==> src/rtl/rdsaf_pkg.sv <==
`default_nettype none

package rdsaf_pkg;

   // result kinds
   localparam logic [2:0] KIND_PLAIN    = 3'd0;
   localparam logic [2:0] KIND_TUNING   = 3'd1;
   localparam logic [2:0] KIND_SAME_PRG = 3'd2;
   localparam logic [2:0] KIND_REGIONAL = 3'd3;
   localparam logic [2:0] KIND_COUNT    = 3'd4;

   // code ranges
   localparam logic [7:0] VHF_CODE_MIN   = 8'd1;
   localparam logic [7:0] VHF_CODE_MAX   = 8'd204;
   localparam logic [7:0] COUNT_CODE_MIN = 8'd224;
   localparam logic [7:0] COUNT_CODE_MAX = 8'd249;
   localparam logic [7:0] LFMF_CODE      = 8'd250;
   localparam logic [7:0] LF_CODE_MIN    = 8'd1;
   localparam logic [7:0] LF_CODE_MAX    = 8'd15;
   localparam logic [7:0] MF_CODE_MIN    = 8'd16;
   localparam logic [7:0] MF9_CODE_MAX   = 8'd135;
   localparam logic [7:0] MF10_CODE_MAX  = 8'd124;

   localparam logic [1:0] REGION_MF10 = 2'd2;
   localparam logic [1:0] REGION_RESET = 2'd1;

   // frequency = base + step * code, bases folded with the code offsets
   localparam logic [16:0] VHF_BASE  = 17'd87500;
   localparam logic [16:0] VHF_STEP  = 17'd100;
   localparam logic [16:0] MF10_BASE = 17'd370;   // 530 - 16*10
   localparam logic [16:0] MF10_STEP = 17'd10;
   localparam logic [16:0] LF9_BASE  = 17'd144;   // 153 - 1*9
   localparam logic [16:0] MF9_BASE  = 17'd387;   // 531 - 16*9
   localparam logic [16:0] LFMF9_STEP = 17'd9;

   localparam int MAX_RESULTS = 3;

   typedef enum logic [2:0] {
      FREQ_ZERO,
      FREQ_VHF,
      FREQ_MF10,
      FREQ_LF9,
      FREQ_MF9
   } freq_sel_type;

   typedef enum logic [1:0] {
      CLS_NONE,
      CLS_VHF,
      CLS_COUNT,
      CLS_LFMF
   } class_type;

   typedef struct packed {
      freq_sel_type sel;
      logic [7:0]   code;
      logic [2:0]   kind;
      logic [4:0]   follow_count;
   } af_op_type;

   typedef struct packed {
      logic [1:0]                       cnt;
      af_op_type [MAX_RESULTS-1:0]      ops;
   } af_job_type;

   typedef struct packed {
      logic [7:0] code_first;
      logic [7:0] code_second;
   } req_type;

   typedef struct packed {
      logic [16:0] freq_khz;
      logic [2:0]  kind;
      logic [4:0]  follow_count;
      logic        last;
   } rsp_type;

   typedef struct packed {
      logic full;
      logic empty;
   } queue_status_type;

endpackage

`default_nettype wire

==> src/rtl/rdsaf_front.sv <==
`default_nettype none

module rdsaf_front (
   input  wire logic               clock,
   input  wire logic               reset,
   input  wire logic               push,
   input  wire logic               full,
   input  wire rdsaf_pkg::req_type req_data,
   input  wire logic               csr_wr_en,
   input  wire logic [1:0]         csr_wr_data,
   output logic                    enq,
   output rdsaf_pkg::af_job_type   job
);
   import rdsaf_pkg::*;

   logic [7:0] tuning_code_ff, tuning_code_in;
   logic       first_pending_ff, first_pending_in;
   logic [1:0] itu_region_ff;
   logic       accept;
   logic [7:0] a, b;
   class_type  cls;

   assign accept = push & ~full;
   assign a = req_data.code_first;
   assign b = req_data.code_second;

   always_comb begin
      priority if (a >= VHF_CODE_MIN && a <= VHF_CODE_MAX) begin
         cls = CLS_VHF;
      end else if (a >= COUNT_CODE_MIN && a <= COUNT_CODE_MAX) begin
         cls = CLS_COUNT;
      end else if (a == LFMF_CODE) begin
         cls = CLS_LFMF;
      end else begin
         cls = CLS_NONE;
      end
   end

   // build the list of up to three entries this pair produces
   always_comb begin
      logic [1:0] n;
      logic       match;
      logic [7:0] other;
      n     = 2'd0;
      match = (a == tuning_code_ff) || (b == tuning_code_ff);
      other = (a == tuning_code_ff) ? b : a;
      job   = '0;
      tuning_code_in   = tuning_code_ff;
      first_pending_in = first_pending_ff;
      unique case (cls)
         CLS_VHF: begin
            if (first_pending_ff) begin
               job.ops[n] = '{FREQ_VHF, tuning_code_ff,
                              (match ? KIND_TUNING : KIND_PLAIN), 5'd0};
               n = n + 2'd1;
            end
            if (match) begin
               job.ops[n] = '{FREQ_VHF, other,
                              ((a < b) ? KIND_SAME_PRG : KIND_REGIONAL), 5'd0};
               n = n + 2'd1;
            end else begin
               job.ops[n] = '{FREQ_VHF, a, KIND_PLAIN, 5'd0};
               n = n + 2'd1;
               if (b >= VHF_CODE_MIN && b <= VHF_CODE_MAX) begin
                  job.ops[n] = '{FREQ_VHF, b, KIND_PLAIN, 5'd0};
                  n = n + 2'd1;
               end
            end
            first_pending_in = 1'b0;
         end
         CLS_COUNT: begin
            job.ops[n] = '{FREQ_ZERO, 8'd0, KIND_COUNT, 5'(a - COUNT_CODE_MIN)};
            n = n + 2'd1;
            if (a == COUNT_CODE_MIN + 8'd1) begin
               job.ops[n] = '{FREQ_VHF, b, KIND_PLAIN, 5'd0};
               n = n + 2'd1;
            end
            tuning_code_in   = b;
            first_pending_in = 1'b1;
         end
         CLS_LFMF: begin
            if (first_pending_ff) begin
               job.ops[n] = '{FREQ_VHF, tuning_code_ff, KIND_PLAIN, 5'd0};
               n = n + 2'd1;
            end
            if (itu_region_ff == REGION_MF10) begin
               if (b >= MF_CODE_MIN && b <= MF10_CODE_MAX) begin
                  job.ops[n] = '{FREQ_MF10, b, KIND_PLAIN, 5'd0};
                  n = n + 2'd1;
               end
            end else if (b >= LF_CODE_MIN && b <= LF_CODE_MAX) begin
               job.ops[n] = '{FREQ_LF9, b, KIND_PLAIN, 5'd0};
               n = n + 2'd1;
            end else if (b >= MF_CODE_MIN && b <= MF9_CODE_MAX) begin
               job.ops[n] = '{FREQ_MF9, b, KIND_PLAIN, 5'd0};
               n = n + 2'd1;
            end
            first_pending_in = 1'b0;
         end
         CLS_NONE: begin
            n = 2'd0;
         end
         default: begin
            n = 2'd0;
         end
      endcase
      job.cnt = n;
   end

   // pairs that yield nothing still update state but skip the queue
   assign enq = accept && (job.cnt != 2'd0);

   always_ff @(posedge clock) begin
      if (reset) begin
         tuning_code_ff   <= 8'd0;
         first_pending_ff <= 1'b0;
         itu_region_ff    <= REGION_RESET;
      end else begin
         if (accept) begin
            tuning_code_ff   <= tuning_code_in;
            first_pending_ff <= first_pending_in;
         end
         if (csr_wr_en) begin
            itu_region_ff <= csr_wr_data;
         end
      end
   end

endmodule

`default_nettype wire

==> src/rtl/rdsaf_queue.sv <==
`default_nettype none

module rdsaf_queue #(
   parameter int DEPTH = 2
) (
   input  wire logic                     clock,
   input  wire logic                     reset,
   input  wire logic                     wr_en,
   input  wire rdsaf_pkg::af_job_type    wr_data,
   input  wire logic                     rd_en,
   output rdsaf_pkg::af_job_type         rd_data,
   output rdsaf_pkg::queue_status_type   status
);
   import rdsaf_pkg::*;

   localparam int PTR_W = (DEPTH > 1) ? $clog2(DEPTH) : 1;
   localparam int CNT_W = $clog2(DEPTH + 1);
   localparam logic [PTR_W-1:0] PTR_LAST = PTR_W'(DEPTH - 1);

   af_job_type        slot_ff [DEPTH];
   logic [PTR_W-1:0]  wr_ptr_ff, rd_ptr_ff;
   logic [CNT_W-1:0]  count_ff;
   logic              do_wr, do_rd;

   assign status.full  = (count_ff == CNT_W'(DEPTH));
   assign status.empty = (count_ff == '0);
   assign do_wr   = wr_en & ~status.full;
   assign do_rd   = rd_en & ~status.empty;
   assign rd_data = slot_ff[rd_ptr_ff];

   always_ff @(posedge clock) begin
      if (do_wr) begin
         slot_ff[wr_ptr_ff] <= wr_data;
      end
   end

   always_ff @(posedge clock) begin
      if (reset) begin
         wr_ptr_ff <= '0;
         rd_ptr_ff <= '0;
         count_ff  <= '0;
      end else begin
         if (do_wr) begin
            wr_ptr_ff <= (wr_ptr_ff == PTR_LAST) ? '0 : wr_ptr_ff + PTR_W'(1);
         end
         if (do_rd) begin
            rd_ptr_ff <= (rd_ptr_ff == PTR_LAST) ? '0 : rd_ptr_ff + PTR_W'(1);
         end
         if (do_wr && !do_rd) begin
            count_ff <= count_ff + CNT_W'(1);
         end else if (do_rd && !do_wr) begin
            count_ff <= count_ff - CNT_W'(1);
         end
      end
   end

endmodule

`default_nettype wire

==> src/rtl/rdsaf_back.sv <==
`default_nettype none

module rdsaf_back (
   input  wire logic                     clock,
   input  wire logic                     reset,
   input  wire rdsaf_pkg::af_job_type    head,
   input  wire logic                     head_valid,
   output logic                          head_done,
   input  wire logic                     pop,
   output logic                          empty,
   output rdsaf_pkg::rsp_type            rsp_data
);
   import rdsaf_pkg::*;

   logic [1:0]  idx_ff, idx_in;
   logic        out_valid_ff, out_valid_in;
   rsp_type     rsp_ff, rsp_in;
   af_op_type   op;
   logic        load, is_last;
   logic [16:0] code_w;
   logic [16:0] freq;

   assign op      = head.ops[idx_ff];
   assign is_last = (idx_ff == head.cnt - 2'd1);
   assign load    = head_valid && (!out_valid_ff || pop);
   assign head_done = load && is_last;
   assign code_w  = 17'(op.code);

   always_comb begin
      unique case (op.sel)
         FREQ_ZERO: freq = 17'd0;
         FREQ_VHF:  freq = VHF_BASE + code_w * VHF_STEP;
         FREQ_MF10: freq = MF10_BASE + code_w * MF10_STEP;
         FREQ_LF9:  freq = LF9_BASE + code_w * LFMF9_STEP;
         FREQ_MF9:  freq = MF9_BASE + code_w * LFMF9_STEP;
         default:   freq = 17'd0;
      endcase
   end

   always_comb begin
      rsp_in.freq_khz     = freq;
      rsp_in.kind         = op.kind;
      rsp_in.follow_count = op.follow_count;
      rsp_in.last         = is_last;
      if (load) begin
         idx_in       = is_last ? 2'd0 : idx_ff + 2'd1;
         out_valid_in = 1'b1;
      end else begin
         idx_in       = idx_ff;
         out_valid_in = out_valid_ff & ~pop;
      end
   end

   always_ff @(posedge clock) begin
      if (reset) begin
         idx_ff       <= 2'd0;
         out_valid_ff <= 1'b0;
      end else begin
         idx_ff       <= idx_in;
         out_valid_ff <= out_valid_in;
      end
   end

   always_ff @(posedge clock) begin
      if (load) begin
         rsp_ff <= rsp_in;
      end
   end

   assign empty    = ~out_valid_ff;
   assign rsp_data = rsp_ff;

endmodule

`default_nettype wire

==> src/rtl/rds_af_code_pair_decoder.sv <==
`default_nettype none

// RDS alternative-frequency pair decoder. Each transfer on the request side
// carries one pair of AF codes; the block answers with zero to three result
// transfers, the final one of a pair flagged by last. A count code (224..249)
// yields a header of kind 4 and stores the tuning code, VHF pairs decode by
// method A or B against that tuning code, code 250 yields an LF/MF entry
// whose spacing follows the ITU region register (csr_wr_data, reset 1, write
// only while idle). Filler and unassigned codes yield nothing. A pair is
// taken whenever push is high and full is low; the result side sends one
// entry per cycle while the result register is free or popped, and the
// back-end sequencer walks the entries of each pair. The first result of a
// pair passes through a queue slot and then the result register on its way out.
module rds_af_code_pair_decoder #(
   parameter int QUEUE_DEPTH = 2
) (
   input  wire logic               clock,
   input  wire logic               reset,
   // request side
   input  wire logic               push,
   output logic                    full,
   input  wire rdsaf_pkg::req_type req_data,
   // result side
   output logic                    empty,
   input  wire logic               pop,
   output rdsaf_pkg::rsp_type      rsp_data,
   // region register
   input  wire logic               csr_wr_en,
   input  wire logic [1:0]         csr_wr_data
);
   import rdsaf_pkg::*;

   // front to queue
   logic             enq;
   af_job_type       enq_job;
   // queue to back
   af_job_type       head_job;
   queue_status_type q_status;
   logic             head_done;

   assign full = q_status.full;

   // front: classify the pair, update tuning state, list the entries
   rdsaf_front u_front (
      .clock       (clock),
      .reset       (reset),
      .push        (push),
      .full        (q_status.full),
      .req_data    (req_data),
      .csr_wr_en   (csr_wr_en),
      .csr_wr_data (csr_wr_data),
      .enq         (enq),
      .job         (enq_job)
   );

   // short job queue decouples intake from result output
   rdsaf_queue #(
      .DEPTH (QUEUE_DEPTH)
   ) u_queue (
      .clock   (clock),
      .reset   (reset),
      .wr_en   (enq),
      .wr_data (enq_job),
      .rd_en   (head_done),
      .rd_data (head_job),
      .status  (q_status)
   );

   // back: one entry per cycle into the result register while it is free or popped
   rdsaf_back u_back (
      .clock      (clock),
      .reset      (reset),
      .head       (head_job),
      .head_valid (~q_status.empty),
      .head_done  (head_done),
      .pop        (pop),
      .empty      (empty),
      .rsp_data   (rsp_data)
   );

endmodule

`default_nettype wire

==> config.mk <==
export PLATFORM = sky130hd
export DESIGN_NAME = rds_af_code_pair_decoder
export DESIGN_NICKNAME = d
export VERILOG_FILES = /design/src/rtl/rdsaf_pkg.sv /design/src/rtl/rdsaf_front.sv /design/src/rtl/rdsaf_queue.sv /design/src/rtl/rdsaf_back.sv /design/src/rtl/rds_af_code_pair_decoder.sv
export SDC_FILE = /design/constraint.sdc
export NUM_CORES = 1
export LEC_CHECK = 0
export BUFFER_PORTS_ARGS = -buffer_cell sky130_fd_sc_hd__buf_4
export CAP_MARGIN = 0
export CELL_PAD_IN_SITES_DETAIL_PLACEMENT = 0
export CELL_PAD_IN_SITES_GLOBAL_PLACEMENT = 1
export CORE_MARGIN = 4
export CORE_UTILIZATION = 35
export CTS_CLUSTER_SIZE = 10
export DETAILED_ROUTE_END_ITERATION = 6
export PLACE_DENSITY = 0.69
export SYNTH_ARGS = -nofsm -noshare
export SYNTH_HDL_FRONTEND = slang
export SYNTH_SLANG_ARGS = --single-unit
==> constraint.sdc <==
create_clock -name clock -period 4.5 [get_ports clock]
set_input_delay 0.675 -clock clock [delete_from_list [all_inputs] [get_ports clock]]
set_output_delay 0.675 -clock clock [all_outputs]
set_load 0.03 [all_outputs]
======== After elaboration in Yosys (flattened, before gate mapping) ========
Memory sizes are Yosys's and may differ from the RTL's. A register that Yosys moved wholly into a read port is not among the register bits.
Index checks and enable logic that the tools add are counted.
storage, ports and cells
  input bits .............................. 23
  logic and storage cells ................. 153
  memories ................................ 1
  output and inout port bits .............. 28
  memory bits (writable) .................. 118
  bits in registers ....................... 44
operators by class
  multiplexer cells ....................... 56
  bitwise gates (word level) .............. 8
  order comparisons ....................... 18
  multiply operators ...................... 3
  add/subtract/negate cells ............... 14
  eq/ne operators ......................... 14
  reduce and logical (&&, ||, !) cells .... 27
memories
  memory           depth  width  rd ports  clocked after Yosys merged registers in  write ports  line               RTL
  u_queue.slot_ff  2      59     1         1                                        1            rdsaf_queue.sv:20  af_job_type slot_ff [DEPTH];
operator list
  kind                                                                    number
  57-bit bitwise mux                                                      6
  57-bit two-way mux                                                      6
  19-bit demux with 2-bit select                                          3
  19-bit two-way mux                                                      6
  38-bit case mux with 3 select lines                                     1
  17-bit case mux with 4 select lines                                     1
  17-bit two-way mux                                                      3
  19-bit binary-select mux with 2-bit select                              1
  19-bit case mux with 2 select lines                                     1
  9-bit by 17-bit adder with 17-bit output (first input constant)         2
  8-bit less-or-equal comparator (second input constant)                  4
  2-bit two-way mux                                                       15
  17-bit adder (first input constant)                                     1
  8-bit by 17-bit adder with 17-bit output (first input constant)         1
  8-bit equality test                                                     2
  8-bit equality test (second input constant)                             2
  8-bit by 1-bit >= comparator with 1-bit output (second input constant)  2
  1-bit logical AND                                                       14
  8-bit by 5-bit multiplier with 13-bit output (second input constant)    1
  2-bit by 3-bit < comparator with 1-bit output (second input constant)   4
  8-bit by 4-bit multiplier with 12-bit output (second input constant)    1
  8-bit by 3-bit multiplier with 11-bit output (second input constant)    1
  2-bit by 1-bit adder with 2-bit output (second input constant)          5
  1-bit two-way mux                                                       10
  26 further kinds                                                        47

======== Logic depth before layout (Yosys ltp) ========
  depth after elaboration ................. 18
  depth in mapped cells ................... 19

======== Hierarchy ========
Synthesis repeated with hierarchy kept, for this count alone.
unflattened totals
  cell total of the unflattened synthesis .. 886
  area, all modules ....................... 10,216.0 µm²
by module, submodules not included
  module                    cells each  sequential area each (µm²)  times used  area an instance (µm²)
  rdsaf_queue               209         3,643.5                     1           4,479.3
  rdsaf_back                399         840.8                       1           3,624.7
  rdsaf_front               277         220.2                       1           2,108.3
  rds_af_code_pair_decoder  1           0.0                         1           3.8

======== Least setup slack after synthesis ========
OpenSTA, ideal clock, no wires.
  kind .................................... input port to flip-flop
  start point ............................. in req_data[0] in the netlist's numbering
  end point ............................... mem u_queue.slot_ff[0][0] in the netlist's numbering, enable pin
  library setup time ...................... 0.449 ns
  required time ........................... 4.051 ns
  arrival time ............................ 4.265 ns
  setup slack ............................. -0.214 ns
  cell stages on the path ................. 11
  cells stage by stage .................... clkbuf_1 -> o211a_1 -> nor3_1 -> nor2_1 -> a22oi_1 -> inv_1 -> ha_1 -> a31o_2 -> o211ai_1 -> o21ba_1 -> nor2b_1
RTL lines
  element      line                            RTL
  from (decl)  rds_af_code_pair_decoder.sv:22  input wire rdsaf_pkg::req_type req_data,
  to (decl)    rdsaf_queue.sv:20

==> reports/metrics.cfg <==
[timing]
grt_setup_unrepaired = no
timing_worst_slew_pin_value_ns = 0.8934
final.min_clock_period_ns = 4.241
min_period_over_period = 0.9425
fmax_ghz = 0.2358
setup_tns_ns = 0
worst_clock_skew_on_the_final_layout_ns = 0.007963
finalMaxSlewViolations = 0
timing.final.setup_violations = 0
slew_headroom = 0.3998
timing_hold_violations_final = 0

[worst_setup_path]
critical_path.slowest_cell = mux4_2
critical_path.top_delay_family = adder cells
crit_path_end_kind = flip-flop
crit_path_launch_type = flip-flop
crit_path_end = u_back.rsp_data[17]
cpPeakStageDelay_ns = 0.52
total_buffers_and_inverters_traversed_by_the_critical_path = 4
cp.arrival_ns = 4.42
ff2ff_path_depth = 16
worst-endpoint-required_ns = 4.68
r2r_end = u_back.rsp_data[17]
r2r_setup_slack_ns = 0.26
top_fanout_value_on_the_critical_path = 11
setup.worst_path.class = reg2reg
path_depth = 16
timing.critical_path.cells = buf_4 > buf_6 > mux4_2 > nand2_1 > o21ai_0 > buf_4 > ha_1 > inv_1 > fa_1 > xnor2_1 > nand2_1 > nor2_1 > nor2_1 > a22oi_1 > o22ai_1 > a211o_1

[logic_synthesis]
yosysTopAreaCell = edfxtp_1
synthesized_nets = 896
ys_ff_latch = 131
synth_cell_types = 71
postSynthAreaPerCell_um2 = 10.61
synth-warning-count = 0
synth_area_leaders = edfxtp_1, ha_1, dfxtp_1
ys.flop_type = edfxtp_1
synth_area_mm2 = 0.008469
synth_cells = 798
synth_edf_count = 112
ys_seq_area_frac = 0.4420
synth-async-reset-ratio = 0
synth_top_area_share = 0.3971

[clock_network]
clock_sink_count = 131
worstSkewPairLatency_ns = 0.43
clk_transition_reported_paths_ns = 0.06
cts_htree_levels = 4
max-clock-path-buffers = 2
cts_buffers = 17
tritoncts = built
cts_root_buffer = clkbuf_16
ctsHoldBuffers = 0

[final_layout]
fin_nets = 965
area.growth.synth_to_final_pct = 18.54
postLayoutCoreUtil = 0.4252
drive_above_1_share = 0.1750
n_antenna_cell = 0

[die]
floorplan.initialDensity = 0.3587
die_area_mm2 = 0.02675
core_area_mm2 = 0.02361
ios = 51
die_h_um = 163.6
rows = 56
die_width_um = 163.6

[global_routing]
overflow = 0
via_count_of_the_first_global_routing_pass = 6150
grt_antenna_before_repair = 0
maximum_number_of_pins_on_one_net_before_global_route_repair = 44
groute.usage.overall = 0.1615
grt_first_pass_wirelength_um = 33560

[run_status]
outcome = finished clean

[routing]
post_drt_wl_per_cell_um = 17.40
drc = 0
antenna_violating_nets_post_route = 0
detail_route.first_pass.iterations = 5
avgViaCountPerCell = 5.183
routed_wl_um = 20860
drt_iter0_markers = 309
detailroute.via_count = 6214

[job]
cap_viol_max_count = 0

[placement]
port_buffers = 50
finalWeightedCongestion = 0.8536
hpwl_um = 15630

[hold_path]
type_of_the_most_critical_hold_path = in2reg
hold_path.startpoint = csr_wr_data[0]

==> cell usage in the layout, fill, tap and decap left out, types with 6 or more instances in the layout <==
master	count
xnor2_1	24
mux4_2	8
or3_1	7
o21a_1	11
nand2_1	36
buf_4	82
and2_1	19
a21oi_1	46
xor2_1	28
nor3_1	28
clkbuf_16	17
nor2_1	75
nand2b_1	13
nor4_1	8
o22ai_1	8
nor2b_1	9
o21ai_0	43
a22o_1	8
a31oi_1	6
ha_1	70
inv_1	43
dfxtp_1	18
edfxtp_1	112
a21o_1	7
a211o_1	6
mux2i_1	30
==> synthesized netlist by cell type, types with 23 or more instances <==
cell type    n
clkbuf_1    23
mux2i_1     30
xnor2_1     24
xor2_1      28
o21ai_0     46
edfxtp_1   112
nor2_1      75
nand2_1     36
ha_1        70
nor3_1      28
a21oi_1     46
inv_1       43
==> layer usage <==
layer,vias up,GRT usage,part of all wire
met5,-,0,0
met4,0,0.04689,0.013
met3,21,0.03154,0.040
met2,147,0.2698,0.49
met1,2963,0.2137,0.46
li1,3083,-,-
==> registers in the layout, indices dropped and copies added (netlist names), named ones only <==
register	count
u_back.rsp_data	26
u_queue.rd_ptr_ff	1
u_back.idx_ff	2
u_queue.count_ff	2
u_front.tuning_code_ff	8
u_queue.slot_ff	86
u_back.out_valid_ff	1
u_queue.wr_ptr_ff	1
u_front.itu_region_ff	2
u_front.first_pending_ff	1
==> metrics by stage <==
stage               worst slack, ns  hold slack, ns  instance area [um2]  instances
floorplan                   0.03562          0.4627                 8474        798
global placement             0.1885          0.4851                 9348       1166
detailed placement          0.04516          0.4953                 9348       1166
CTS                         0.02638          0.4289                10010       1198
global route                0.01942          0.4291                10040       1199
finish                       0.2586          0.4494                10040       1199
==> worst min-delay path by stage <==
stage | endpoint | depth (start not counted)
detailed placement | u_back.out_valid_ff | 2
global route | u_front.itu_region_ff[0] | 2
CTS | u_front.itu_region_ff[0] | 2
floorplan | u_back.out_valid_ff | 2
finish | u_front.itu_region_ff[0] | 2
global placement | u_back.out_valid_ff | 2
==> layout make-up <==
| class | instances | area [um2] |
|---|---|---|
| clock buffers | 17 | 425.4 |
| fillers | 2276 | 13570 |
| multi-input cells | 587 | 4414 |
| well taps | 319 | 399.1 |
| repair buffers | 85 | 658.1 |
| inverters | 45 | 168.9 |
| clock inverters | 15 | 229.0 |
| flip-flops and latches | 131 | 3745 |
==> worst register-to-register path, cell delays in order, from the launching register on <==
cell and delay, ns:
dfxtp_2 0.38, buf_4 0.17, buf_6 0.19, mux4_2 0.53, nand2_1 0.08, o21ai_0 0.12, buf_4 0.20, ha_1 0.31
inv_1 0.06, fa_1 0.46, xnor2_1 0.46, nand2_1 0.21, nor2_1 0.18, nor2_1 0.08, a22oi_1 0.17, o22ai_1 0.11
a211o_1 0.29
==> cell families (layout without fill, tap and decap cells) <==
| family | count (synthesis) | after routing | synth area share |
|---|---|---|---|
| muxes | 38 | 38 | 0.05673 |
| AOI/OAI and AO/OA | 192 | 192 | 0.1523 |
| xor gates and xnor gates | 54 | 54 | 0.05762 |
| and+or+nand+nor | 228 | 228 | 0.1356 |
| adders and majority gates | 75 | 75 | 0.1152 |
| DFF | 131 | 131 | 0.4420 |
| buffers and inverters | 80 | 162 | 0.04048 |
==> repair_timing <==
| item | 4_1_cts | 5_1_grt |
|---|---|---|
| gates resized for setup | 1 | 10 |
| buffers inserted | 0 | 1 |
| setup endpoints to repair | 1 | 7 |
Power is not shown: default switching activity piles up to over one toggle a cycle in this logic, so the estimate is an artifact.
